File: config.mk
export PLATFORM = sky130hd
export DESIGN_NAME = led_fade_controller
export DESIGN_NICKNAME = d
export VERILOG_FILES = /design/src/hdl/lfc_pkg.sv /design/src/hdl/lfc_div.sv /design/src/hdl/led_fade_controller.sv
export SDC_FILE = /design/constraint.sdc
export NUM_CORES = 1
export LEC_CHECK = 0
export BUFFER_PORTS_ARGS = -buffer_cell sky130_fd_sc_hd__buf_2
export CAP_MARGIN = 20
export CORE_MARGIN = 5
export CORE_UTILIZATION = 64
export DETAILED_ROUTE_END_ITERATION = 16
export PLACE_DENSITY = 0.83
export SETUP_SLACK_MARGIN = 0.2
export SLEW_MARGIN = 40
export SYNTH_ARGS = -nofsm -noshare
export SYNTH_HDL_FRONTEND = slang
export SYNTH_SLANG_ARGS = --single-unit
File: constraint.sdc
create_clock -name clk -period 13 [get_ports clk]
set_clock_uncertainty 0.05 [all_clocks]
set_input_delay 0.65 -clock clk [delete_from_list [all_inputs] [get_ports clk]]
set_output_delay 0.65 -clock clk [all_outputs]
set_load 0.01 [all_outputs]
File: src/hdl/lfc_pkg.sv
`default_nettype none

package lfc_pkg;

    // field widths
    localparam int TARGET_W = 8;
    localparam int SIGNAL_W = 10;
    localparam int TIME_W   = 32;
    localparam int DUTY_W   = 8;
    localparam int MS_W     = 16;
    localparam int CFG_IDX_W  = 3;
    localparam int CFG_DATA_W = 16;

    // shared divider: dividend < 256 * divisor, so the quotient fits in 8 bits
    localparam int QUO_W      = 8;
    localparam int DIVISOR_W  = 16;
    localparam int DIVIDEND_W = DIVISOR_W + QUO_W;
    localparam int CNT_W      = $clog2(QUO_W);

    localparam logic [DUTY_W-1:0]    FULL_SCALE     = 8'd255;

    // register map
    localparam logic [CFG_IDX_W-1:0] CFG_OFF_THR   = 3'd0;
    localparam logic [CFG_IDX_W-1:0] CFG_ON_THR    = 3'd1;
    localparam logic [CFG_IDX_W-1:0] CFG_DEBOUNCE  = 3'd2;
    localparam logic [CFG_IDX_W-1:0] CFG_FADE_IN   = 3'd3;
    localparam logic [CFG_IDX_W-1:0] CFG_FADE_OUT  = 3'd4;

    typedef enum logic [1:0] {
        PH_FADE_IN  = 2'd0,
        PH_ACTIVE   = 2'd1,
        PH_FADE_OUT = 2'd2,
        PH_OFF      = 2'd3
    } phase_t;

endpackage

`default_nettype wire

File: src/hdl/lfc_div.sv
`default_nettype none

// Restoring divider, one quotient bit per cycle.
// Caller guarantees dividend < 2^QUO_W * divisor.
module lfc_div
(
    input  wire logic                             clk,
    input  wire logic                             rst_n,
    input  wire logic                             start,
    input  wire logic [lfc_pkg::DIVIDEND_W-1:0]   dividend,
    input  wire logic [lfc_pkg::DIVISOR_W-1:0]    divisor,
    output logic                                  done,
    output logic [lfc_pkg::QUO_W-1:0]             quotient
);

    logic [lfc_pkg::DIVISOR_W-1:0] rem_reg, rem_next;
    logic [lfc_pkg::DIVISOR_W-1:0] dvs_reg;
    logic [lfc_pkg::QUO_W-1:0]     low_reg, low_next;
    logic [lfc_pkg::CNT_W-1:0]     cnt_reg;
    logic                          busy_reg;
    logic                          done_reg;
    logic [lfc_pkg::DIVISOR_W:0]   shifted;
    logic [lfc_pkg::DIVISOR_W:0]   diff;
    logic                          ge;

    always_comb
    begin
        shifted  = {rem_reg, low_reg[lfc_pkg::QUO_W-1]};
        diff     = shifted - {1'b0, dvs_reg};
        ge       = (shifted >= {1'b0, dvs_reg});
        rem_next = ge ? diff[lfc_pkg::DIVISOR_W-1:0] : shifted[lfc_pkg::DIVISOR_W-1:0];
        low_next = {low_reg[lfc_pkg::QUO_W-2:0], ge};
    end

    always_ff @(posedge clk or negedge rst_n)
    begin
        if (!rst_n)
        begin
            busy_reg <= 1'b0;
            done_reg <= 1'b0;
            cnt_reg  <= '0;
        end
        else if (start)
        begin
            busy_reg <= 1'b1;
            done_reg <= 1'b0;
            cnt_reg  <= lfc_pkg::CNT_W'(lfc_pkg::QUO_W - 1);
        end
        else if (busy_reg)
        begin
            cnt_reg <= cnt_reg - lfc_pkg::CNT_W'(1);
            if (cnt_reg == '0)
            begin
                busy_reg <= 1'b0;
                done_reg <= 1'b1;
            end
        end
        else
        begin
            done_reg <= 1'b0;
        end
    end

    always_ff @(posedge clk)
    begin
        if (start)
        begin
            rem_reg <= dividend[lfc_pkg::DIVIDEND_W-1:lfc_pkg::QUO_W];
            low_reg <= dividend[lfc_pkg::QUO_W-1:0];
            dvs_reg <= divisor;
        end
        else if (busy_reg)
        begin
            rem_reg <= rem_next;
            low_reg <= low_next;
        end
    end

    assign done     = done_reg;
    assign quotient = low_reg;

endmodule

`default_nettype wire

File: src/hdl/led_fade_controller.sv
`default_nettype none

// LED fade controller. Each input word carries a target brightness, a filtered
// signal level and the current millisecond time; each one yields exactly one
// output word with the PWM duty and the phase (0 fading in, 1 active,
// 2 fading out, 3 off). A signal above on_threshold while fading out or off
// restarts a linear fade-in from 0 to the target; a signal held below
// off_threshold for off_debounce_ms while fading in or active starts a
// fade-out from the present duty. A debounce timer that would start at time 0
// reads as not running. Configuration is written through the cfg port
// (index 0..4: off threshold, on threshold, off debounce time, fade-in time,
// fade-out time); other indexes are ignored and cfg_ready is always high.
// Words are handled one at a time: a new word is taken only in the idle state.
// A word in an active or off phase passes the debounce, phase and ramp steps
// and goes straight to output; a fading word whose ramp has run out adds a
// multiply, then a shift-add divide by 255; a word mid-ramp first takes one
// pass through the shared 8-step serial divider for progress =
// elapsed*255/ramp length, then the multiply and divide. The output register
// lets the next word be taken while a result still waits for out_ready; the
// word after that stalls in its last step until the output register frees up.
module led_fade_controller
(
    input  wire logic                              clk,
    input  wire logic                              rst_n,

    input  wire logic                              cfg_valid,
    output logic                                   cfg_ready,
    input  wire logic [lfc_pkg::CFG_IDX_W-1:0]     cfg_index,
    input  wire logic [lfc_pkg::CFG_DATA_W-1:0]    cfg_data,

    input  wire logic                              in_valid,
    output logic                                   in_ready,
    input  wire logic [lfc_pkg::TARGET_W-1:0]      target_level,
    input  wire logic [lfc_pkg::SIGNAL_W-1:0]      signal_level,
    input  wire logic [lfc_pkg::TIME_W-1:0]        time_ms,

    output logic                                   out_valid,
    input  wire logic                              out_ready,
    output logic [lfc_pkg::DUTY_W-1:0]             duty,
    output logic [1:0]                             phase
);

    typedef enum logic [8:0] {
        ST_IDLE  = 9'b0_0000_0001,
        ST_EVAL  = 9'b0_0000_0010,  // debounce timer, on/off decision
        ST_PHASE = 9'b0_0000_0100,  // phase transitions
        ST_RAMP  = 9'b0_0000_1000,  // elapsed time vs ramp length
        ST_RDIV  = 9'b0_0001_0000,  // start progress division
        ST_DIV1  = 9'b0_0010_0000,
        ST_MUL   = 9'b0_0100_0000,  // value * progress
        ST_SCALE = 9'b0_1000_0000,  // /255 by shift-add
        ST_DONE  = 9'b1_0000_0000
    } state_t;

    state_t state_reg, state_next;

    // configuration
    logic [lfc_pkg::SIGNAL_W-1:0] off_thr_reg, on_thr_reg;
    logic [lfc_pkg::MS_W-1:0]     debounce_reg, fade_in_reg, fade_out_reg;

    // block state
    lfc_pkg::phase_t              phase_reg;
    logic [lfc_pkg::DUTY_W-1:0]   last_duty_reg;
    logic [lfc_pkg::DUTY_W-1:0]   start_duty_reg;
    logic [lfc_pkg::TIME_W-1:0]   start_time_reg;
    logic [lfc_pkg::TIME_W-1:0]   below_since_reg;

    // captured word and intermediates
    logic [lfc_pkg::TARGET_W-1:0] tgt_reg;
    logic [lfc_pkg::SIGNAL_W-1:0] sig_reg;
    logic [lfc_pkg::TIME_W-1:0]   now_reg;
    logic                         sig_on_reg, sig_off_reg;
    logic [lfc_pkg::MS_W-1:0]     elapsed_reg;
    logic [lfc_pkg::QUO_W-1:0]    prog_reg;
    logic [2*lfc_pkg::DUTY_W-1:0] prod_reg;
    logic [lfc_pkg::DUTY_W-1:0]   scaled_reg;

    // output register
    logic                         out_valid_reg;
    logic [lfc_pkg::DUTY_W-1:0]   duty_reg;
    lfc_pkg::phase_t              phase_out_reg;

    // combinational helpers
    logic                         below;
    logic [lfc_pkg::TIME_W-1:0]   bs_new;
    logic [lfc_pkg::TIME_W-1:0]   bs_elapsed;
    logic                         is_fade;
    logic [lfc_pkg::MS_W-1:0]     ramp_len;
    logic [lfc_pkg::TIME_W-1:0]   elapsed;
    logic [lfc_pkg::DUTY_W-1:0]   scale_val;
    logic [2*lfc_pkg::DUTY_W-1:0] scale_sum;
    logic [lfc_pkg::DUTY_W-1:0]   duty_calc;
    lfc_pkg::phase_t              phase_calc;
    logic                         out_free;

    // divider hookup
    logic                              div_start;
    logic [lfc_pkg::DIVIDEND_W-1:0]    div_dividend;
    logic [lfc_pkg::DIVISOR_W-1:0]     div_divisor;
    logic                              div_done;
    logic [lfc_pkg::QUO_W-1:0]         div_quo;

    lfc_div u_div
    (
        .clk      (clk),
        .rst_n    (rst_n),
        .start    (div_start),
        .dividend (div_dividend),
        .divisor  (div_divisor),
        .done     (div_done),
        .quotient (div_quo)
    );

    assign cfg_ready = 1'b1;
    assign in_ready  = (state_reg == ST_IDLE);
    assign out_free  = !out_valid_reg || out_ready;

    always_comb
    begin
        // debounce timer; a start at time 0 leaves it "not running"
        below      = (sig_reg < off_thr_reg);
        if (!below)
            bs_new = '0;
        else if (below_since_reg == '0)
            bs_new = now_reg;
        else
            bs_new = below_since_reg;
        bs_elapsed = now_reg - bs_new;

        is_fade  = (phase_reg == lfc_pkg::PH_FADE_IN) || (phase_reg == lfc_pkg::PH_FADE_OUT);
        ramp_len = (phase_reg == lfc_pkg::PH_FADE_IN) ? fade_in_reg : fade_out_reg;
        elapsed  = now_reg - start_time_reg;

        // fade-in scales (target - start) mod 256, fade-out scales start
        scale_val = (phase_reg == lfc_pkg::PH_FADE_IN) ? (tgt_reg - start_duty_reg)
                                                       : start_duty_reg;

        // x/255 = (x + (x >> 8) + 1) >> 8, exact for x <= 255*255
        scale_sum = prod_reg + {{lfc_pkg::DUTY_W{1'b0}}, prod_reg[2*lfc_pkg::DUTY_W-1:lfc_pkg::DUTY_W]}
                  + {{(2*lfc_pkg::DUTY_W-1){1'b0}}, 1'b1};

        div_start    = (state_reg == ST_RDIV);
        // elapsed * 255 = (elapsed << 8) - elapsed
        div_dividend = {elapsed_reg, {lfc_pkg::QUO_W{1'b0}}}
                     - {{lfc_pkg::QUO_W{1'b0}}, elapsed_reg};
        div_divisor  = ramp_len;

        duty_calc  = '0;
        phase_calc = phase_reg;
        case (phase_reg)
            lfc_pkg::PH_FADE_IN:
            begin
                duty_calc = start_duty_reg + scaled_reg;
                if (prog_reg == lfc_pkg::FULL_SCALE)
                    phase_calc = lfc_pkg::PH_ACTIVE;
            end
            lfc_pkg::PH_ACTIVE:
            begin
                duty_calc = tgt_reg;
            end
            lfc_pkg::PH_FADE_OUT:
            begin
                duty_calc = start_duty_reg - scaled_reg;
                if (prog_reg == lfc_pkg::FULL_SCALE)
                    phase_calc = lfc_pkg::PH_OFF;
            end
            default:
            begin
                duty_calc = '0;
            end
        endcase
    end

    // sequencer
    always_comb
    begin
        state_next = state_reg;
        case (state_reg)
            ST_IDLE:  if (in_valid) state_next = ST_EVAL;
            ST_EVAL:  state_next = ST_PHASE;
            ST_PHASE: state_next = ST_RAMP;
            ST_RAMP:
            begin
                if (!is_fade)
                    state_next = ST_DONE;
                else if (elapsed >= {{(lfc_pkg::TIME_W-lfc_pkg::MS_W){1'b0}}, ramp_len})
                    state_next = ST_MUL;
                else
                    state_next = ST_RDIV;
            end
            ST_RDIV:  state_next = ST_DIV1;
            ST_DIV1:  if (div_done) state_next = ST_MUL;
            ST_MUL:   state_next = ST_SCALE;
            ST_SCALE: state_next = ST_DONE;
            ST_DONE:  if (out_free) state_next = ST_IDLE;
            default:  state_next = ST_IDLE;
        endcase
    end

    always_ff @(posedge clk or negedge rst_n)
    begin
        if (!rst_n)
        begin
            state_reg       <= ST_IDLE;
            off_thr_reg     <= 10'd100;
            on_thr_reg      <= 10'd200;
            debounce_reg    <= 16'd500;
            fade_in_reg     <= 16'd1000;
            fade_out_reg    <= 16'd1000;
            phase_reg       <= lfc_pkg::PH_FADE_IN;
            last_duty_reg   <= '0;
            start_duty_reg  <= '0;
            start_time_reg  <= '0;
            below_since_reg <= '0;
            out_valid_reg   <= 1'b0;
        end
        else
        begin
            state_reg <= state_next;

            if (cfg_valid && cfg_ready)
            begin
                case (cfg_index)
                    lfc_pkg::CFG_OFF_THR:  off_thr_reg  <= cfg_data[lfc_pkg::SIGNAL_W-1:0];
                    lfc_pkg::CFG_ON_THR:   on_thr_reg   <= cfg_data[lfc_pkg::SIGNAL_W-1:0];
                    lfc_pkg::CFG_DEBOUNCE: debounce_reg <= cfg_data;
                    lfc_pkg::CFG_FADE_IN:  fade_in_reg  <= cfg_data;
                    lfc_pkg::CFG_FADE_OUT: fade_out_reg <= cfg_data;
                    default: ;
                endcase
            end

            if (state_reg == ST_EVAL)
                below_since_reg <= bs_new;

            if (state_reg == ST_PHASE)
            begin
                if (sig_on_reg && ((phase_reg == lfc_pkg::PH_FADE_OUT) ||
                                   (phase_reg == lfc_pkg::PH_OFF)))
                begin
                    phase_reg      <= lfc_pkg::PH_FADE_IN;
                    start_duty_reg <= '0;
                    start_time_reg <= now_reg;
                end
                else if (sig_off_reg && ((phase_reg == lfc_pkg::PH_ACTIVE) ||
                                         (phase_reg == lfc_pkg::PH_FADE_IN)))
                begin
                    phase_reg      <= lfc_pkg::PH_FADE_OUT;
                    start_duty_reg <= last_duty_reg;
                    start_time_reg <= now_reg;
                end
            end

            if ((state_reg == ST_DONE) && out_free)
            begin
                phase_reg     <= phase_calc;
                last_duty_reg <= duty_calc;
                out_valid_reg <= 1'b1;
            end
            else if (out_valid_reg && out_ready)
            begin
                out_valid_reg <= 1'b0;
            end
        end
    end

    // datapath registers, no reset needed
    always_ff @(posedge clk)
    begin
        if (in_valid && in_ready)
        begin
            tgt_reg <= target_level;
            sig_reg <= signal_level;
            now_reg <= time_ms;
        end

        if (state_reg == ST_EVAL)
        begin
            sig_on_reg  <= (sig_reg > on_thr_reg);
            sig_off_reg <= below && (bs_new != '0) &&
                           (bs_elapsed >= {{(lfc_pkg::TIME_W-lfc_pkg::MS_W){1'b0}}, debounce_reg});
        end

        if (state_reg == ST_RAMP)
        begin
            elapsed_reg <= elapsed[lfc_pkg::MS_W-1:0];
            prog_reg    <= lfc_pkg::FULL_SCALE;
        end

        if ((state_reg == ST_DIV1) && div_done)
            prog_reg <= div_quo;

        if (state_reg == ST_MUL)
            prod_reg <= {{lfc_pkg::DUTY_W{1'b0}}, scale_val} * {{lfc_pkg::QUO_W{1'b0}}, prog_reg};

        if (state_reg == ST_SCALE)
            scaled_reg <= scale_sum[2*lfc_pkg::DUTY_W-1:lfc_pkg::DUTY_W];

        if ((state_reg == ST_DONE) && out_free)
        begin
            duty_reg      <= duty_calc;
            phase_out_reg <= phase_calc;
        end
    end

    assign out_valid = out_valid_reg;
    assign duty      = duty_reg;
    assign phase     = phase_out_reg;

endmodule

`default_nettype wire

# Yosys cells after proc, flatten, opt, wreduce, memory -nomap -nowiden
# Cells that the tools add are included.
[classes]
addsub = 10
mul = 1
div = 0
n_lt_le_gt_ge = 5
eq_ne = 21
shift = 0
mux = 39
bitwise = 0
n_reduce_logical = 32
[ops]
columns = ["op", "n"]
rows = [
  ["32-bit 2-to-1 mux", 4],
  ["9-bit case mux with 9 select lines", 1],
  ["32-bit by 16-bit greater-or-equal comparator with 1-bit output", 2],
  ["16-bit 2-to-1 mux", 4],
  ["32-bit subtractor", 2],
  ["8-bit 2-to-1 mux", 7],
  ["9-bit 2-to-1 mux", 4],
  ["32-bit zero test", 1],
  ["32-bit nonzero test", 1],
  ["8-bit case mux with 3 select lines", 1],
  ["24-bit by 16-bit subtractor with 24-bit output", 1],
  ["17-bit by 16-bit greater-or-equal comparator with 1-bit output", 1],
  ["16-bit by 1-bit adder with 16-bit output (second input constant)", 1],
  ["16-bit by 8-bit adder with 16-bit output", 1],
  ["8-bit by 8-bit multiplier with 16-bit output", 1],
  ["16-bit subtractor", 1],
  ["8-bit subtractor", 2],
  ["2-bit AND reduction", 7],
  ["2-bit 2-to-1 mux", 6],
  ["10-bit greater-than comparator", 1],
  ["10-bit < comparator", 1],
  ["2-bit nonzero test", 5],
  ["9-bit by 1-bit equality test with 1-bit output (second input constant)", 1],
  ["9-bit by 2-bit equality test with 1-bit output (second input constant)", 1],
  ["29 further kinds", 51],
]
[word_totals]
reg_bits = 315
latch_bits = 0
ram_bits = 0
mem_bits_ro = 0
inputBits = 74
out_inout_bits = 13
elab_cells = 137
n_memories = 0

# Depth between registers and ports, before layout
[depth]
depth_word = 7
depth_mapped = 29
depth_no_buf = 29

# Cells and area by module
# A second synthesis with hierarchy kept.
[unflattened]
cells_unflattened = 2230
area_unflattened_um2 = 22036.1
[modules_own_cells]
columns = ["module", "instances", "cells_per_inst", "area_each_um2", "seq_area_each_um2"]
rows = [
  ["led_fade_controller", 1, 1962, 19123.3, 7338.3],
  ["lfc_div", 1, 268, 2912.8, 1326.3],
]

# Worst setup path before layout
# OpenSTA, ideal clock, no wires.
[synth_path]
path_type = "reg2reg"
start = "register off_thr_reg[5] (netlist bit)"
end = "register sig_off_reg, data pin"
setup_time_ns = 0.264
arrival_ns = 5.582
required_ns = 12.686
slack_ns = 7.104
path_stages_with_launch = 30
n_path_buf = 1
synth_period_minus_slack_ns = 5.896
cell_sequence = "dfstp_2 -> inv_1 -> ha_1 -> a211oi_1 -> o21ai_0 -> a31oi_1 -> o21ai_0 -> clkbuf_1 -> or3_1 -> ha_1 -> a21o_1 -> a31o_2 -> nor2_1 -> o21ai_0 -> nand3_1 -> and2_1 -> o21bai_1 -> a21oi_1 -> xnor2_1 -> ha_1 -> a21o_1 -> a21oi_1 -> nor2b_1 -> a2111oi_0 -> o211ai_1 -> a2111oi_0 -> nand4_1 -> nor4_1 -> and4_1 -> a31oi_1"
[synth_between]
elab_chain_cells = 5
elab_cells_between_ends = 7
classes_between = "1 x add/sub; 2 x order compare; 1 x mux; 3 x reduce/logical"
[synth_lines]
columns = ["element", "line_no", "source"]
rows = [
  ["start: declaration", "led_fade_controller.sv:58", "logic [lfc_pkg::SIGNAL_W-1:0] off_thr_reg, on_thr_reg;"],
  ["start signal: assignment", "led_fade_controller.sv:224", "lfc_pkg::CFG_OFF_THR: off_thr_reg <= cfg_data[lfc_pkg::SIGNAL_W-1:0];"],
  ["10-bit < comparator *", "led_fade_controller.sv:121", "below = (sig_reg < off_thr_reg);"],
  ["32-bit 2-to-1 mux", "led_fade_controller.sv:122", "if (!below)"],
  ["32-bit subtractor or 32-bit nonzero test (tied branches)", "led_fade_controller.sv:128, led_fade_controller.sv:280", ""],
  ["32-bit by 16-bit greater-or-equal comparator with 1-bit output or 1-bit logical AND (tied branches)", "led_fade_controller.sv:281, led_fade_controller.sv:280", ""],
  ["1-bit logical AND *", "led_fade_controller.sv:280", "sig_off_reg <= below && (bs_new != '0) &&"],
  ["end signal: assignment", "led_fade_controller.sv:280", ""],
  ["end: declaration", "led_fade_controller.sv:72", "logic sig_on_reg, sig_off_reg;"],
]
# Mark *: on every way between the ends. The rest lies on a longest branch, timed or not.
# A chain may end at the register's enable or synchronous reset.

# Worst setup path after layout
# Ends and elaborated chain as after synthesis.

==> flow_metrics.env <==
export IMPL_wl_um=52400
export IMPL_port_buffers=85
export IMPL_avgSynthCellArea_um2=9.57
export IMPL_h_tree_depth=2
export IMPL_postSynthCellCount=2234
export IMPL_hold_viol=0
export IMPL_grt_first_pass_wirelength_um=85700
export IMPL_regArea_mm2=0.00866
export IMPL_drtAntennaViolNets=0
export IMPL_core_mm2=0.0333
export IMPL_die_area_mm2=0.0372
export IMPL_placedCellCount=2707
export IMPL_drc_errors=0
export IMPL_timing_fmax_mhz=146
export IMPL_min_path_type="in -> reg"
export IMPL_drive_above_1_share_pct=11.7
export IMPL_totalPowerFinal_uw=5050
export IMPL_routed_via_density=6.05
export IMPL_ys_types=79
export IMPL_synthesis_area_mm2=0.0214
export IMPL_num_vias=16800
export IMPL_status="complete, no violations"
export IMPL_cts_tree="done"
export IMPL_area_delta_synth_final_pct=9.79
export IMPL_maxCapViolCount=0
export IMPL_async_flop_share_pct=52.4
export IMPL_dieWidth_um=193
export IMPL_timing_hold_ws_ps=246
export IMPL_synth_area_leaders="edfxtp_1 21%, dfrtp_1 16%, ha_1 12%, o21ai_0 4.5%, nand2_1 4.3%"
export IMPL_crit_family="compound AO/OA/AOI/OAI gates"
export IMPL_crit_type="reg -> reg"
export IMPL_grt_max_degree=113
export IMPL_synthTopCellsByCount="243 x nand2_1, 212 x inv_1, 200 x ha_1"
export IMPL_clkSlewWorstSetupHoldPaths_ps=60
export IMPL_clk_path_buf_depth=3
export IMPL_wire_per_inst_um=18.9
export IMPL_cpPeakStageDelay_ps=510
export IMPL_leakage_uw=0.0102
export IMPL_finalWeightedCongestion=0.926
export IMPL_peakVddDrop_mv=0.164
export IMPL_n_fill_cell=2534
export IMPL_multi_input_area_mm2=0.0117
export IMPL_power_density_mw_per_mm2=215
export IMPL_ys_warn_count=0
export IMPL_synth_most_common_cell="nand2_1"
export IMPL_setup_viol=0
export IMPL_cts_sinks=315
export IMPL_ys_seq_area_share_pct=40.5
export IMPL_yosysTopAreaCell="edfxtp_1"
export IMPL_start_util_pct=64.2
export IMPL_path_max_fanout=32
export IMPL_dp_hpwl_um=38900
export IMPL_fin_crit_sh_pct=52.7
export IMPL_syn_num_nets=2549
export IMPL_grt_pass1_vias=17100
export IMPL_end_kind="register"
export IMPL_rsz0062_at_grt="no"
export IMPL_antenna_found_initial=0
export IMPL_fin_cells=2773
export IMPL_clk_insertion_delay_late_ps=530
export IMPL_numCtsBuffers=35
export IMPL_critPathBufInv=1
export IMPL_worst_pin_slew_ps=843
export IMPL_synth_ff_type="edfxtp_1"
export IMPL_rows=67
export IMPL_grt_overflow=0
export IMPL_antenna_cells=0
export IMPL_grtUsageTotal_pct=28.5
export IMPL_arrival_ps=7040
export IMPL_crit_path_top_delay_cell="dfstp_2"
export IMPL_synth_top_area_share_pct=21.1
export IMPL_drtIter0Drc=1280
export IMPL_fin_crit_ps=6850
export IMPL_cts_root_buf="clkbuf_16"
export IMPL_synth_edf_count=150
export IMPL_slew_headroom_pct=43.7
export IMPL_required_ps=13190
export IMPL_ys_ff_latch=315
export IMPL_tns_ps=0
export IMPL_firstDrtPassIters=6
export IMPL_crit_path_start_kind="register"
export IMPL_nets=2613
export IMPL_slew_viol_final=0
export IMPL_die_y_um=193
export IMPL_cts_resized=0
export IMPL_io_pins=87
-- stage by stage --
step / utilization [%] / setup WS [ps] / area [um2]
floorplan: - / 7100 / 21400
global placement: 66.7 / 6510 / 22200
detailed placement: 66.8 / 6440 / 22200
CTS: 70.4 / 6370 / 23400
global route: 70.5 / 5570 / 23500
finish: 70.5 / 6150 / 23500
-- logic make-up (layout without fill, tap and decap cells) --
| group | count (synthesis) | count (layout) | share of synthesized area [%] |
|---|---|---|---|
| XOR/XNOR | 105 | 105 | 4.30 |
| multiplexers | 74 | 74 | 3.75 |
| AND/OR/NAND/NOR | 680 | 680 | 15.6 |
| other | 1 | 1 | 0.0175 |
| buffers and inverters | 286 | 377 | 5.10 |
| flip-flops | 315 | 315 | 40.5 |
| adder cells (fa/ha/maj) | 241 | 241 | 15.5 |
| AO/OA/AOI/OAI | 532 | 532 | 15.1 |
-- worst paths after layout --
kind                            depth (start not counted)           endpoint             from  slack (ps)
worst max register to register                         29        sig_off_reg   off_thr_reg[5]        6150
worst min register to register                          1       phase_reg[1]       sig_on_reg         420
worst max-delay path                                   29        sig_off_reg   off_thr_reg[5]        6150
worst min-delay path                                    1         sig_reg[2]  signal_level[2]         250
max in group asynchronous                               3  start_duty_reg[3]            rst_n       11470
min in group asynchronous                               2      on_thr_reg[9]            rst_n         550
-- cell usage in the layout, fill, tap and decap left out, types with 6 or more instances in the layout --
master / netlist / routed
o21a_1: 27 / 27
o31a_1: 6 / 6
xnor2_1: 69 / 69
ha_1: 200 / 199
a21oi_1: 141 / 141
nor3b_1: 7 / 6
clkbuf_8: 0 / 8
fa_1: 41 / 41
dfstp_2: 25 / 25
nand3_1: 40 / 40
nor3_1: 39 / 38
and3_1: 9 / 9
o31ai_1: 9 / 8
buf_4: 1 / 11
o211ai_1: 9 / 9
or3_1: 38 / 38
clkbuf_1: 58 / 10
mux2_2: 48 / 48
a2111oi_0: 8 / 8
a21o_1: 43 / 43
edfxtp_1: 150 / 150
clkbuf_16: 0 / 36
nand2b_1: 26 / 26
nand4_1: 34 / 34
nand2_1: 243 / 242
dfrtp_1: 140 / 140
o21ai_1: 6 / 7
mux2i_1: 26 / 26
inv_1: 212 / 212
and2_1: 34 / 32
buf_2: 10 / 84
o21ai_0: 191 / 189
nor2_1: 110 / 107
a211oi_1: 16 / 16
nor2b_1: 35 / 35
a31oi_1: 20 / 20
or2_2: 16 / 16
xor2_1: 36 / 36
o21bai_1: 12 / 12
nor4_1: 25 / 25
-- power by group --
group	total (uW)	internal (uW)	switching (uW)
Sequential	1410	1280	131
Clock	1030	619	409
Combinational	2610	1030	1590
-- routing by layer --
| metal | up-vias | global-route usage (%) | share of wire (%) |
|---|---|---|---|
| li1 | 8031 | - | - |
| met4 | 0 | 9.11 | 3.0 |
| met5 | - | 0 | 0 |
| met3 | 94 | 3.47 | 5.3 |
| met1 | 8112 | 37.3 | 42 |
| met2 | 531 | 49.5 | 49 |
-- what timing repair did --
item | 4_1_cts | 5_1_grt
hold buffers | 0 | 1
buffers inserted | 0 | 0
endpoints found under the hold margin | 0 | 30
-- cell type report --
cell class	count	area share (%)
clock buffers	54	4.47
clock inverters	10	0.629
inverters	214	3.43
multi-input cells	1633	49.8
flip-flops and latches	315	36.9
well taps	448	2.39
repair buffers	99	2.42
Note: power is estimated with default switching activity, not from simulation.
